## src/sv/shd_pkg.sv

```systemverilog
// Package for the security header decoder: constants, codes and shared types.
package shd_pkg;

  localparam int HEADER_BYTES = 12;
  localparam int CNT_W        = 34;

  localparam logic [7:0] MAGIC_F    = 8'h46;
  localparam logic [7:0] MAGIC_M    = 8'h4D;
  localparam logic [7:0] MAGIC_S    = 8'h53;
  localparam logic [7:0] ASCII_ZERO = 8'h30;
  localparam logic [7:0] NUL_BYTE   = 8'h00;

  localparam logic [7:0] MODE_NONE     = 8'd0;
  localparam logic [7:0] MODE_AUTH     = 8'd1;
  localparam logic [7:0] MODE_ACCEPTED = 8'd2;

  // header byte positions
  localparam logic [3:0] POS_MAGIC0   = 4'd0;
  localparam logic [3:0] POS_MAGIC1   = 4'd1;
  localparam logic [3:0] POS_MAGIC2   = 4'd2;
  localparam logic [3:0] POS_MAGIC3   = 4'd3;
  localparam logic [3:0] POS_MODE     = 4'd4;
  localparam logic [3:0] POS_ID_LEN   = 4'd5;
  localparam logic [3:0] POS_METH_LEN = 4'd6;
  localparam logic [3:0] POS_BIND_LEN = 4'd7;
  localparam logic [3:0] POS_SEC0     = 4'd8;
  localparam logic [3:0] POS_SEC1     = 4'd9;
  localparam logic [3:0] POS_SEC2     = 4'd10;
  localparam logic [3:0] POS_SEC3     = 4'd11;

  // configuration register indexes
  localparam logic [2:0] CFG_VERSION  = 3'd0;
  localparam logic [2:0] CFG_ID_LIM   = 3'd1;
  localparam logic [2:0] CFG_METH_LIM = 3'd2;
  localparam logic [2:0] CFG_SEC_LIM  = 3'd3;
  localparam logic [2:0] CFG_BINDING  = 3'd4;

  typedef logic [CNT_W-1:0] cnt_t;

  typedef enum logic [2:0] {
    KIND_HEADER   = 3'd0,
    KIND_IDENTITY = 3'd1,
    KIND_METHOD   = 3'd2,
    KIND_BINDING  = 3'd3,
    KIND_SECRET   = 3'd4,
    KIND_EXCESS   = 3'd5
  } kind_t;

  typedef enum logic [1:0] {
    ST_OK    = 2'd0,
    ST_PROTO = 2'd1,
    ST_SIZE  = 2'd2
  } status_t;

  typedef struct packed {
    logic [3:0]  version_digit;
    logic [7:0]  identity_limit;
    logic [7:0]  method_limit;
    logic [31:0] secret_limit;
    logic [7:0]  binding_size;
  } cfg_t;

  typedef struct packed {
    logic [7:0] echo_byte;
    kind_t      field_kind;
    logic       message_end;
    status_t    status;
    logic [7:0] mode_code;
  } result_t;

endpackage

```

## src/sv/shd_parser.sv

```systemverilog
// Message state and per-byte decode: field tagging, header capture and final judgement.
module shd_parser
  import shd_pkg::*;
(
  input  logic       clk,
  input  logic       rst_n,
  input  logic       item_en,
  input  logic [7:0] data_byte,
  input  logic       last_byte,
  input  logic       empty_message,
  input  cfg_t       cfg,
  output result_t    res
);

  cnt_t        count_r, count_nxt;
  logic        magic_r, magic_nxt;
  logic [7:0]  mode_r, mode_nxt;
  logic [7:0]  id_len_r, id_len_nxt;
  logic [7:0]  meth_len_r, meth_len_nxt;
  logic [7:0]  bind_len_r, bind_len_nxt;
  logic [31:0] sec_len_r, sec_len_nxt;
  logic        nul_r, nul_nxt;
  // running field end offsets, built with at most one add per header byte
  cnt_t        e1_r, e1_nxt;
  cnt_t        e2_r, e2_nxt;
  cnt_t        e3_r, e3_nxt;
  cnt_t        e4_r, e4_nxt;

  logic        in_hdr;
  logic [3:0]  pos;
  kind_t       kind;
  status_t     judge_st;
  logic [7:0]  judge_mode;
  logic        bind_ok;
  logic        rules_ok;

  always_comb begin
    in_hdr       = (count_r < CNT_W'(HEADER_BYTES));
    pos          = count_r[3:0];
    magic_nxt    = magic_r;
    mode_nxt     = mode_r;
    id_len_nxt   = id_len_r;
    meth_len_nxt = meth_len_r;
    bind_len_nxt = bind_len_r;
    sec_len_nxt  = sec_len_r;
    nul_nxt      = nul_r;
    e1_nxt       = e1_r;
    e2_nxt       = e2_r;
    e3_nxt       = e3_r;
    e4_nxt       = e4_r;

    if (in_hdr) begin
      kind = KIND_HEADER;
    end else if (count_r < e1_r) begin
      kind = KIND_IDENTITY;
    end else if (count_r < e2_r) begin
      kind = KIND_METHOD;
    end else if (count_r < e3_r) begin
      kind = KIND_BINDING;
    end else if (count_r < e4_r) begin
      kind = KIND_SECRET;
    end else begin
      kind = KIND_EXCESS;
    end

    if (in_hdr) begin
      case (pos)
        POS_MAGIC0: if (data_byte != MAGIC_F) magic_nxt = 1'b0;
        POS_MAGIC1: if (data_byte != MAGIC_M) magic_nxt = 1'b0;
        POS_MAGIC2: if (data_byte != MAGIC_S) magic_nxt = 1'b0;
        POS_MAGIC3: begin
          if (data_byte != ASCII_ZERO + {4'd0, cfg.version_digit}) magic_nxt = 1'b0;
        end
        POS_MODE:   mode_nxt   = data_byte;
        POS_ID_LEN: id_len_nxt = data_byte;
        POS_METH_LEN: begin
          meth_len_nxt = data_byte;
          e1_nxt       = CNT_W'(HEADER_BYTES) + CNT_W'(id_len_r);
        end
        POS_BIND_LEN: begin
          bind_len_nxt = data_byte;
          e2_nxt       = e1_r + CNT_W'(meth_len_r);
        end
        POS_SEC0: begin
          sec_len_nxt = {sec_len_r[23:0], data_byte};
          e3_nxt      = e2_r + CNT_W'(bind_len_r);
        end
        POS_SEC1, POS_SEC2: sec_len_nxt = {sec_len_r[23:0], data_byte};
        POS_SEC3: begin
          sec_len_nxt = {sec_len_r[23:0], data_byte};
          e4_nxt      = e3_r + CNT_W'(sec_len_nxt);
        end
        default: ;
      endcase
    end

    if ((kind == KIND_IDENTITY || kind == KIND_METHOD) && data_byte == NUL_BYTE) begin
      nul_nxt = 1'b1;
    end

    // saturating byte counter
    count_nxt = (&count_r) ? count_r : count_r + CNT_W'(1);

    // judgement on the closing byte, first failing rule wins
    bind_ok = (bind_len_nxt == 8'd0) || (bind_len_nxt == cfg.binding_size);
    case (mode_nxt)
      MODE_AUTH: rules_ok = (id_len_nxt != 8'd0) && (meth_len_nxt != 8'd0) &&
                            (sec_len_nxt != 32'd0) && bind_ok;
      MODE_ACCEPTED: rules_ok = (id_len_nxt == 8'd0) && (meth_len_nxt == 8'd0) &&
                                (sec_len_nxt == 32'd0) && bind_ok;
      default: rules_ok = 1'b0;
    endcase

    judge_st   = ST_PROTO;
    judge_mode = MODE_NONE;
    if (count_nxt >= CNT_W'(HEADER_BYTES) && magic_nxt && mode_nxt != MODE_NONE &&
        e4_nxt == count_nxt) begin
      if (id_len_nxt > cfg.identity_limit || meth_len_nxt > cfg.method_limit ||
          sec_len_nxt > cfg.secret_limit) begin
        judge_st = ST_SIZE;
      end else if (!nul_nxt && rules_ok) begin
        judge_st   = ST_OK;
        judge_mode = mode_nxt;
      end
    end

    if (empty_message) begin
      res.echo_byte   = 8'd0;
      res.field_kind  = KIND_HEADER;
      res.message_end = 1'b1;
      res.status      = ST_OK;
      res.mode_code   = MODE_NONE;
    end else begin
      res.echo_byte   = data_byte;
      res.field_kind  = kind;
      res.message_end = last_byte;
      res.status      = last_byte ? judge_st : ST_OK;
      res.mode_code   = last_byte ? judge_mode : MODE_NONE;
    end
  end

  always_ff @(posedge clk) begin
    if (!rst_n) begin
      count_r    <= '0;
      magic_r    <= 1'b1;
      mode_r     <= '0;
      id_len_r   <= '0;
      meth_len_r <= '0;
      bind_len_r <= '0;
      sec_len_r  <= '0;
      nul_r      <= 1'b0;
    end else if (item_en) begin
      if (empty_message || last_byte) begin
        count_r    <= '0;
        magic_r    <= 1'b1;
        mode_r     <= '0;
        id_len_r   <= '0;
        meth_len_r <= '0;
        bind_len_r <= '0;
        sec_len_r  <= '0;
        nul_r      <= 1'b0;
      end else begin
        count_r    <= count_nxt;
        magic_r    <= magic_nxt;
        mode_r     <= mode_nxt;
        id_len_r   <= id_len_nxt;
        meth_len_r <= meth_len_nxt;
        bind_len_r <= bind_len_nxt;
        sec_len_r  <= sec_len_nxt;
        nul_r      <= nul_nxt;
      end
    end
  end

  // edge offsets are rebuilt in every header before they are used
  always_ff @(posedge clk) begin
    if (item_en) begin
      e1_r <= e1_nxt;
      e2_r <= e2_nxt;
      e3_r <= e3_nxt;
      e4_r <= e4_nxt;
    end
  end

endmodule

```

## src/sv/security_header_decoder.sv

```systemverilog
// Security header decoder top level: stream ports, configuration registers, result register.
// Throughput: one item per cycle while out_tready is high; the single result register is refilled while it drains.
// Header field ends are summed with at most one add per header byte, so no long adder chain per item.
// Reset (rst_n low, synchronous): message state cleared, output empty, configuration
// registers back to version 1, limits 255/255/65535 and binding size 32.
module security_header_decoder
  import shd_pkg::*;
(
  input  logic        clk,
  input  logic        rst_n,
  // input stream
  input  logic        in_tvalid,
  output logic        in_tready,
  input  logic [7:0]  in_tdata,   // [7:0] data_byte
  input  logic        in_tlast,   // last_byte
  input  logic [0:0]  in_tuser,   // [0] empty_message
  // result stream
  output logic        out_tvalid,
  input  logic        out_tready,
  output logic [23:0] out_tdata,  // [7:0] echo_byte, [9:8] status, [17:10] mode_code, rest 0
  output logic        out_tlast,  // message_end
  output logic [2:0]  out_tuser,  // [2:0] field_kind
  // configuration writes
  input  logic        cfg_valid,
  output logic        cfg_ready,
  input  logic [2:0]  cfg_index,
  input  logic [31:0] cfg_data
);

  cfg_t    cfg_r;
  result_t res;
  result_t res_r;
  logic    out_valid_r;
  logic    accept;

  // the output register frees as it is taken, so a new item enters in the same cycle
  assign in_tready = !out_valid_r || out_tready;
  assign accept    = in_tvalid && in_tready;
  assign cfg_ready = 1'b1;

  // configuration registers; unknown indexes are ignored
  always_ff @(posedge clk) begin
    if (!rst_n) begin
      cfg_r.version_digit  <= 4'd1;
      cfg_r.identity_limit <= 8'd255;
      cfg_r.method_limit   <= 8'd255;
      cfg_r.secret_limit   <= 32'd65535;
      cfg_r.binding_size   <= 8'd32;
    end else if (cfg_valid) begin
      case (cfg_index)
        CFG_VERSION:  cfg_r.version_digit  <= cfg_data[3:0];
        CFG_ID_LIM:   cfg_r.identity_limit <= cfg_data[7:0];
        CFG_METH_LIM: cfg_r.method_limit   <= cfg_data[7:0];
        CFG_SEC_LIM:  cfg_r.secret_limit   <= cfg_data;
        CFG_BINDING:  cfg_r.binding_size   <= cfg_data[7:0];
        default: ;
      endcase
    end
  end

  shd_parser u_parser (
    .clk           (clk),
    .rst_n         (rst_n),
    .item_en       (accept),
    .data_byte     (in_tdata),
    .last_byte     (in_tlast),
    .empty_message (in_tuser[0]),
    .cfg           (cfg_r),
    .res           (res)
  );

  // result register
  always_ff @(posedge clk) begin
    if (!rst_n) begin
      out_valid_r <= 1'b0;
    end else if (accept) begin
      out_valid_r <= 1'b1;
    end else if (out_tready) begin
      out_valid_r <= 1'b0;
    end
  end

  always_ff @(posedge clk) begin
    if (accept) begin
      res_r <= res;
    end
  end

  assign out_tvalid = out_valid_r;
  assign out_tdata  = {6'd0, res_r.mode_code, res_r.status, res_r.echo_byte};
  assign out_tlast  = res_r.message_end;
  assign out_tuser  = res_r.field_kind;

endmodule
```

## config.mk

```make
export PLATFORM = sky130hd
export DESIGN_NAME = security_header_decoder
export DESIGN_NICKNAME = d
export VERILOG_FILES = /design/src/sv/shd_pkg.sv /design/src/sv/shd_parser.sv /design/src/sv/security_header_decoder.sv
export SDC_FILE = /design/constraint.sdc
export NUM_CORES = 1
export LEC_CHECK = 0
export BUFFER_PORTS_ARGS = -buffer_cell sky130_fd_sc_hd__buf_2
export CORE_ASPECT_RATIO = 0.9
export CORE_MARGIN = 5
export CORE_UTILIZATION = 35
export DETAILED_ROUTE_END_ITERATION = 10
export PLACE_DENSITY = 0.61
export SLEW_MARGIN = 20
export SYNTH_ARGS = -nofsm -noshare
export SYNTH_HDL_FRONTEND = slang
export SYNTH_SLANG_ARGS = --single-unit
export TNS_END_PERCENT = 1
```

## constraint.sdc

```tcl
create_clock -name clk -period 4.4 [get_ports clk]
set_input_delay 0.22 -clock clk [delete_from_list [all_inputs] [get_ports clk]]
set_output_delay 0.22 -clock clk [all_outputs]
set_load 0.02 [all_outputs]
```

Yosys cells after proc, flatten, opt, wreduce, memory -nomap -nowiden --
Cells that the tools add are included.
Word-level totals: word-level logic and storage cells 151, output and inout port bits 31, register bits 319, bits of input ports 50
Cells by class: magnitude comparators 9, mux-type cells 39, equal/unequal tests 25, bitwise gates (word level) 3, add/subtract/negate cells 6, reduce and logical (&&, ||, !) cells 45
Operators by type and width (number):
- 34-bit less-than comparator | 4
- 34-bit 2-to-1 mux | 4
- 32-bit 2-to-1 mux | 3
- 8-bit 2-to-1 mux | 12
- 34-bit by 8-bit adder with 34-bit output | 2
- 34-bit by 1-bit adder with 34-bit output (second input constant) | 1
- 34-bit by 32-bit adder with 34-bit output | 1
- 34-bit equality test | 1
- 34-bit by 4-bit >= comparator with 1-bit output (second input constant) | 1
- 34-bit by 4-bit less-than comparator with 1-bit output (second input constant) | 1
- 34-bit AND reduction | 1
- 32-bit greater-than comparator | 1
- 32-bit logical NOT | 1
- 8-bit logical NOT | 4
- 32-bit nonzero test | 1
- 8-bit by 7-bit != test with 1-bit output (second input constant) | 3
- 8-bit nonzero test | 3
- 4-bit by 3-bit equality test with 1-bit output (second input constant) | 4
- 4-bit equality test (second input constant) | 4
- 8-bit greater-than comparator | 2
- 1-bit 2-to-1 mux | 13
- 1-bit logical AND | 12
- 3-bit 2-to-1 mux | 4
- 2-bit AND reduction | 5
- 25 further kinds | 39

Logic depth before layout (Yosys ltp) --
Gate-level depths: netlist of the first run.
depth in word-level cells 15, depth in mapped cells 20, mapped depth without buffers 17

Hierarchy --
A second synthesis of the first run with hierarchy kept.
Unflattened totals: cells, all modules 2035, area total of the unflattened synthesis 17689.5 um2
By module, submodules not included:
- shd_parser | area an instance 14452.6 um2, cells each 1755, sequential area each 3923.8 um2, times used 1
- security_header_decoder | area an instance 3236.9 um2, cells each 280, sequential area each 1881.8 um2, times used 1

Worst setup path before layout of the first run --
OpenSTA, ideal clock, no wires.
path type flip-flop to flip-flop, start register u_parser.count_r[4], end register res_r, in the netlist out_tdata[10] (data pin), required time 4.243 ns, slack -0.173 ns, buffers on the path 3, setup time 0.157 ns, cell stages (with the launch flop) 21, arrival time 4.416 ns, clock period less this slack 4.573 ns, path through dfxtp_1 buf_2 nor4_1 nand3_1 nor3_2 clkbuf_1 nand3_1 clkbuf_1 mux2_2 ha_1 a21o_1 a21o_1 a221o_1 a21o_1 a21o_1 a21oi_1 o22ai_1 nor2_1 o221a_2 nand4_1 nor3_1
On the way: longest elaborated chain between the ends 14, elaborated cells between the ends (all ways) 59, classes of those cells add/sub: 1; order compare: 9; eq/ne: 6; mux: 15; bitwise: 2; reduce/logical: 26
Ends and longest elaborated chain:
- start, declared | RTL line shd_parser.sv:15 | cnt_t count_r, count_nxt;
- start signal, assigned | RTL line shd_parser.sv:163 | count_r <= count_nxt;
- branches (longest 14 deep; another with 34-bit by 1-bit adder with 34-bit output)
- end signal, assigned | RTL line security_header_decoder.sv:85 | res_r <= res;
- end, declared | RTL line security_header_decoder.sv:32 | result_t res_r;
Several ways; the timed one is not identified. A chain may end at the register's enable or synchronous reset.

Worst setup path after layout of the first run --
start register u_parser.count_r[0], end register res_r, in the netlist out_tdata[10] (data pin)
Same word-level chain as after synthesis.

==> flow_summary.ini, run 1 <==
[outcome]
status = completed

[layout]
postLayoutCoreUtil_pct = 42.4
fin_area_um2 = 19300
final_nets = 2237
final_common_cell = nand2_1
drive_gt1_share_pct = 14.6
final_cells = 2677
most-common-layout-cells = 192 x nand2_1, 165 x nor2_1, 161 x inv_1
area_delta_synth_final_pct = 19.2

[clock_network]
numCtsBuffers = 30
clk_path_buf_depth = 3
root_buffer = clkbuf_16
cts_tree = done
clk_pin_slew_ns = 0.06
cts_sinks = 247
worstSkewPairLatency_ns = 0.61
cts_htree_levels = 1

[yosys]
synth-xor-area-share_pct = 5.89
syn_avg_cell_area_um2 = 8.54
postSynthCellCount = 1896
synthAdderAreaFrac_pct = 11.2
synth-edff-count = 86
ys_warn_count = 0
seq_area_frac_synth_pct = 35.8
synth.area.top_cells = dfxtp_1 20%, edfxtp_1 16%, ha_1 11%, nand2_1 4.5%, xnor2_1 3.9%
synthFlopType = dfxtp_1
synth_top_family_by_area = simple AND/OR/NAND/NOR gates
synth-seq-cells = 247
synth_cell_types = 75
synth_top_cell_by_area = dfxtp_1
synth_compound_area_share_pct = 17.0
synthArstFlopShare_pct = 0
syn_area_um2 = 16200
synth.mux.area_fraction_pct = 4.44
synth_simple_gate_area_share_pct = 18.9
synth_top_area_share_pct = 19.9

[power]
power_density_nw_per_um2 = 285
p_sw_mw = 1.32
p_seq_share_pct = 44.2
vdd_drop_max_mv = 0.264
power_leakage_nw = 8.42
p_comb_share_pct = 7.4
p_clk_share_pct = 48.3
p_sw_share_pct = 24.0
p_int_mw = 4.18

[grt]
globalRouteTotalUtil_pct = 19.7
overflow = 0
first_global_vias = 14384
antenna_found_initial = 1
grt_max_degree = 97
grt_pass1_wl_mm = 81.1

[timing]
slew_violations = 0
skew_ns = 0.0431
worstMarginPinSlew_ns = 1.05
hold_slack_ns = 0.0424
slew-limit-headroom_pct = 30.3
timing.fmax_ghz = 0.235
period_share_pct = 96.6
fin_ws_ns = 0.149
setup_violations = 0
finalCriticalPeriod_ns = 4.25
hold_viol_final = 0

[die]
die_area_um2 = 50700
start_util_pct = 35.6
fp.dieW_um = 237
die_y_um = 214
coreArea_um2 = 45600
ios = 81
rows = 74

[critical_path]
setup.worst_path.class = flip-flop to flip-flop
start_kind = flip-flop
cp_data_required_time_ns = 4.85
end_kind = flip-flop
cp.arrival_ns = 4.70
cp_max_fo = 6

[place]
dp_hpwl_mm = 39.1
dpl_cell_area_um2 = 17700
place_congestion = 0.944
numPortBuffers = 73
place_ws_ns = -0.277
dpl.cell_count = 2577

[route]
drt-met1-wl_mm = 23.7
top_layer_used = met4
routed-wl-met2_mm = 22.6
final_antenna_net_count = 0
viasPerCell = 5.47
vias = 14637
first_pass_iters = 7
route.met3.wl_mm = 3.83
drt-initial-drc-count = 1123
wirelength_mm = 51.7
wl_per_cell_um = 19.3
drcViolationCount = 0

[worst_hold_path]
hold_path.class = input pin to flip-flop

[run]
maxCapViolCount = 0
==> cells in the mapped netlist (11+ instances only) <==
cell	number
nor2b_1	18
a31oi_1	13
and4_1	18
nor2_1	166
xor2_1	36
nor3_1	34
and3_1	11
mux2i_1	22
nand2b_1	14
nor4_1	43
a21oi_1	112
dfxtp_1	161
buf_2	15
a21o_1	47
a22oi_1	70
inv_1	161
clkbuf_1	85
nand2_1	193
mux2_2	42
xnor2_1	73
o21ai_0	63
nand4_1	47
ha_1	140
o21ai_1	12
o211ai_1	42
edfxtp_1	86
nand3_1	45
==> worst max-delay path, stage by stage (launching register included) <==
cell and delay (ns):
dfxtp_4 0.38, inv_1 0.08, ha_1 0.21, or4_4 0.58, nand3_4 0.13, mux2_2 0.37, ha_1 0.30, a21o_1 0.18
a21o_1 0.16, a221o_1 0.34, a21o_1 0.20, a21o_1 0.19, a21oi_2 0.14, o22ai_1 0.08, nor2_1 0.12, o221a_2 0.26
nand4_1 0.16, nor3_2 0.21
==> kinds of logic after synthesis <==
kind of cell | count (synthesis)
fa+ha+maj | 143
buf+inv | 273
flops | 247
simple gates | 629
mux | 66
compound gates | 427
other cells | 2
xor+xnor | 109
==> sequential cells by signal, summed over array words and instances, names as in the netlist <==
name and cells:
u_parser.e2_r 10, u_parser.nul_r 1, u_parser.mode_r 8, u_parser.e3_r 11, cfg_r 60, out_tdata 18, u_parser.sec_len_r 32, out_tvalid 1
u_parser.bind_len_r 8, u_parser.e4_r 34, out_tlast 1, u_parser.e1_r 9, u_parser.magic_r 1, u_parser.id_len_r 8, u_parser.meth_len_r 8, u_parser.count_r 34
out_tuser 3
==> layout make-up <==
cell class | instances | area [µm²]
fill | 4553 | 26300
multi-input combinational | 1387 | 9460
sequential | 247 | 5810
timing repair buffer | 215 | 1560
clock buffer | 46 | 925
tap | 608 | 761
inverter | 163 | 616
clock inverter | 10 | 160
antenna | 1 | 2.50
==> stage by stage <==
stage	total power [mW]	setup TNS [ns]
floorplan	2.72	0
global placement	2.86	-0.871
detailed placement	2.86	-0.676
CTS	5.56	0
global route	5.71	-0.0203
finish	5.50	0
==> per-layer routing <==
layer | vias to the layer above | track usage [%]
met3 | 99 | 3.70
met2 | 519 | 30.0
met4 | 0 | 6.19
li1 | 7095 | -
met5 | - | 0
met1 | 6924 | 28.2
==> final timing paths <==
kind                                     startpoint                     end  slack, ns  cells after the start
worst max-delay path            u_parser.count_r[0]           out_tdata[10]       0.15                     17
worst min-delay path                    in_tdata[7]  u_parser.bind_len_r[7]       0.04                      3
worst max register to register  u_parser.count_r[0]           out_tdata[10]       0.15                     17
worst min register to register            cfg_r[32]               cfg_r[32]       0.45                      2
==> power groups by stage <==
stage	sequential [mW]	combinational, mW	clock, mW
floorplan	2.49	0.224	0
detailed placement	2.48	0.378	0
global route	2.44	0.451	2.82
finish	2.43	0.410	2.66
global placement	2.48	0.374	0
CTS	2.44	0.404	2.72
==> repair_timing <==
action,in CTS,in global routing
resized for setup,4,25
pin swaps,0,10
hold buffers,35,0
endpoints found under the hold margin,62,0
setup buffers,0,8
cloned,0,0
endpoints found under the setup margin,3,4
Power figures use the tool's default switching activity.
==> run 2, diff against run 1 <==
PLACE_DENSITY = unset   (was 0.61)
PLACE_DENSITY_LB_ADDON = 0.3   (was unset)
clock period = 4.6 ns   (was 4.4 ns; I/O delays follow)
==> flow_summary.ini, run 2 (same netlist as run 1, synthesis figures left out) <==
[power]
power_density_nw_per_um2 = 285
vdd_drop_max_mv = 0.258
p_comb_share_pct = 7.1
power_leakage_nw = 8.31
p_clk_share_pct = 50.1
fin_total_pwr_mw = 5.44
p_sw_share_pct = 23.8
p_sw_mw = 1.29
p_seq_share_pct = 42.8
p_int_mw = 4.14

[timing]
setup_violations = 0
fin_setup_tns_ns = 0
finalCriticalPeriod_ns = 4.40
hold_viol_final = 0
worstMarginPinSlew_ns = 1.01
timing.fmax_ghz = 0.227
rsz0062_at_grt = no
fin_ws_ns = 0.198
period_share_pct = 95.7
skew_ns = 0.0458
slew-limit-headroom_pct = 32.6
slew_violations = 0
hold_slack_ns = 0.0586

[clock_network]
worstSkewPairLatency_ns = 0.61
cts_tree = done
root_buffer = clkbuf_16
numCtsBuffers = 30
cts_sinks = 247
cts_htree_levels = 1
clk_pin_slew_ns = 0.06
clk_path_buf_depth = 3

[place]
dpl.cell_count = 2560
numPortBuffers = 73
place_congestion = 0.941
place_ws_ns = 0.142
dp_hpwl_mm = 39.1

[critical_path]
cp-startpoint = u_parser.count_r[0]
setup.worst_path.class = flip-flop to flip-flop
r2r-start = u_parser.count_r[0]
cp_max_fo = 9
start_kind = flip-flop
cp.arrival_ns = 4.76
cp_data_required_time_ns = 4.96
end_kind = flip-flop

[die]
start_util_pct = 35.6
ios = 81
fp.dieW_um = 237
die_y_um = 214
coreArea_um2 = 45600
die_area_um2 = 50700
rows = 74

[layout]
largest_reg_flops = 60
regMostFlops = cfg_r
final_nets = 2214
n_antenna_cell = 0
drive_gt1_share_pct = 13.2
top_regs = cfg_r x60, u_parser.count_r x34, u_parser.e4_r x34
final_common_cell = nand2_1
most-common-layout-cells = 192 x nand2_1, 165 x nor2_1, 161 x inv_1, 161 x dfxtp_1, 140 x ha_1
final_cells = 2653
area_delta_synth_final_pct = 17.9

[route]
drcViolationCount = 0
wirelength_mm = 52.2
wl_per_cell_um = 19.7
drt-initial-drc-count = 1110
first_pass_iters = 6
viasPerCell = 5.54
final_antenna_net_count = 0
vias = 14710

[grt]
globalRouteTotalUtil_pct = 19.6
antenna_found_initial = 1
grt_pass1_wl_mm = 80.9
grt_max_degree = 94
first_global_vias = 14156
overflow = 0

[worst_hold_path]
hold_path.startpoint = in_tdata[7]
hold_path.class = input pin to flip-flop

[outcome]
status = completed

[run]
maxCapViolCount = 0
-- run 2: per-stage QoR --
step                utilization, %  area, µm²
floorplan                        -      16200
global placement              38.5      17500
detailed placement            38.5      17500
CTS                           41.8      19100
global route                  41.9      19100
finish                        41.9      19100
-- run 2: what timing repair did --
item,CTS,global route
hold buffers,35,0
endpoints found under the setup margin,0,4
endpoints found under the hold margin,62,0
setup buffers,0,2
gates resized for setup,0,4
-- run 2: worst paths after layout --
path / to / slack, ns / cells past startpoint
hold reg to reg: cfg_r[24] / 0.46 / 2
hold / removal: u_parser.mode_r[7] / 0.06 / 3
setup reg to reg: out_tdata[8] / 0.20 / 15
setup / recovery: out_tdata[8] / 0.20 / 15
-- run 2: power by group through the flow --
stage	clock [mW]	combinational (mW)	sequential, mW
floorplan	0	0.215	2.38
global placement	0	0.354	2.37
detailed placement	0	0.361	2.37
CTS	2.77	0.386	2.33
global route	2.87	0.424	2.33
finish	2.72	0.388	2.33
-- run 2: worst max-delay path, stage by stage (launching register included) --
cell and delay (ns):
dfxtp_1 0.33, buf_4 0.15, ha_1 0.18, buf_4 0.20, nand3_1 0.20, nor4_4 0.29, buf_4 0.20, nand3_1 0.40
a21oi_1 0.37, xnor2_1 0.09, nor4_1 0.27, o2111ai_1 0.15, nor4_1 0.41, nand4_1 0.14, or4_4 0.49, o31a_1 0.32
-- run 2: cell type report --
class                           count  area (µm²)
Tap cell                          608         761
Sequential cell                   247        5810
Clock inverter                     15         263
Timing Repair Buffer              192        1360
Clock buffer                       41         896
Fill cell                        4570       26500
Inverter                          163         616
Multi-Input combinational cell   1387        9390
-- run 2: layer usage --
metal  vias to the layer above  wire, µm  GRT usage, %  part of all wire, %
li1                       7031         -             -                    -
met1                      7043     24400          28.5                   47
met2                       552     23000          30.6                   44
met3                        84      3520          3.03                  6.7
met4                         0      1300          4.89                  2.5
met5                         -         0             0                    0
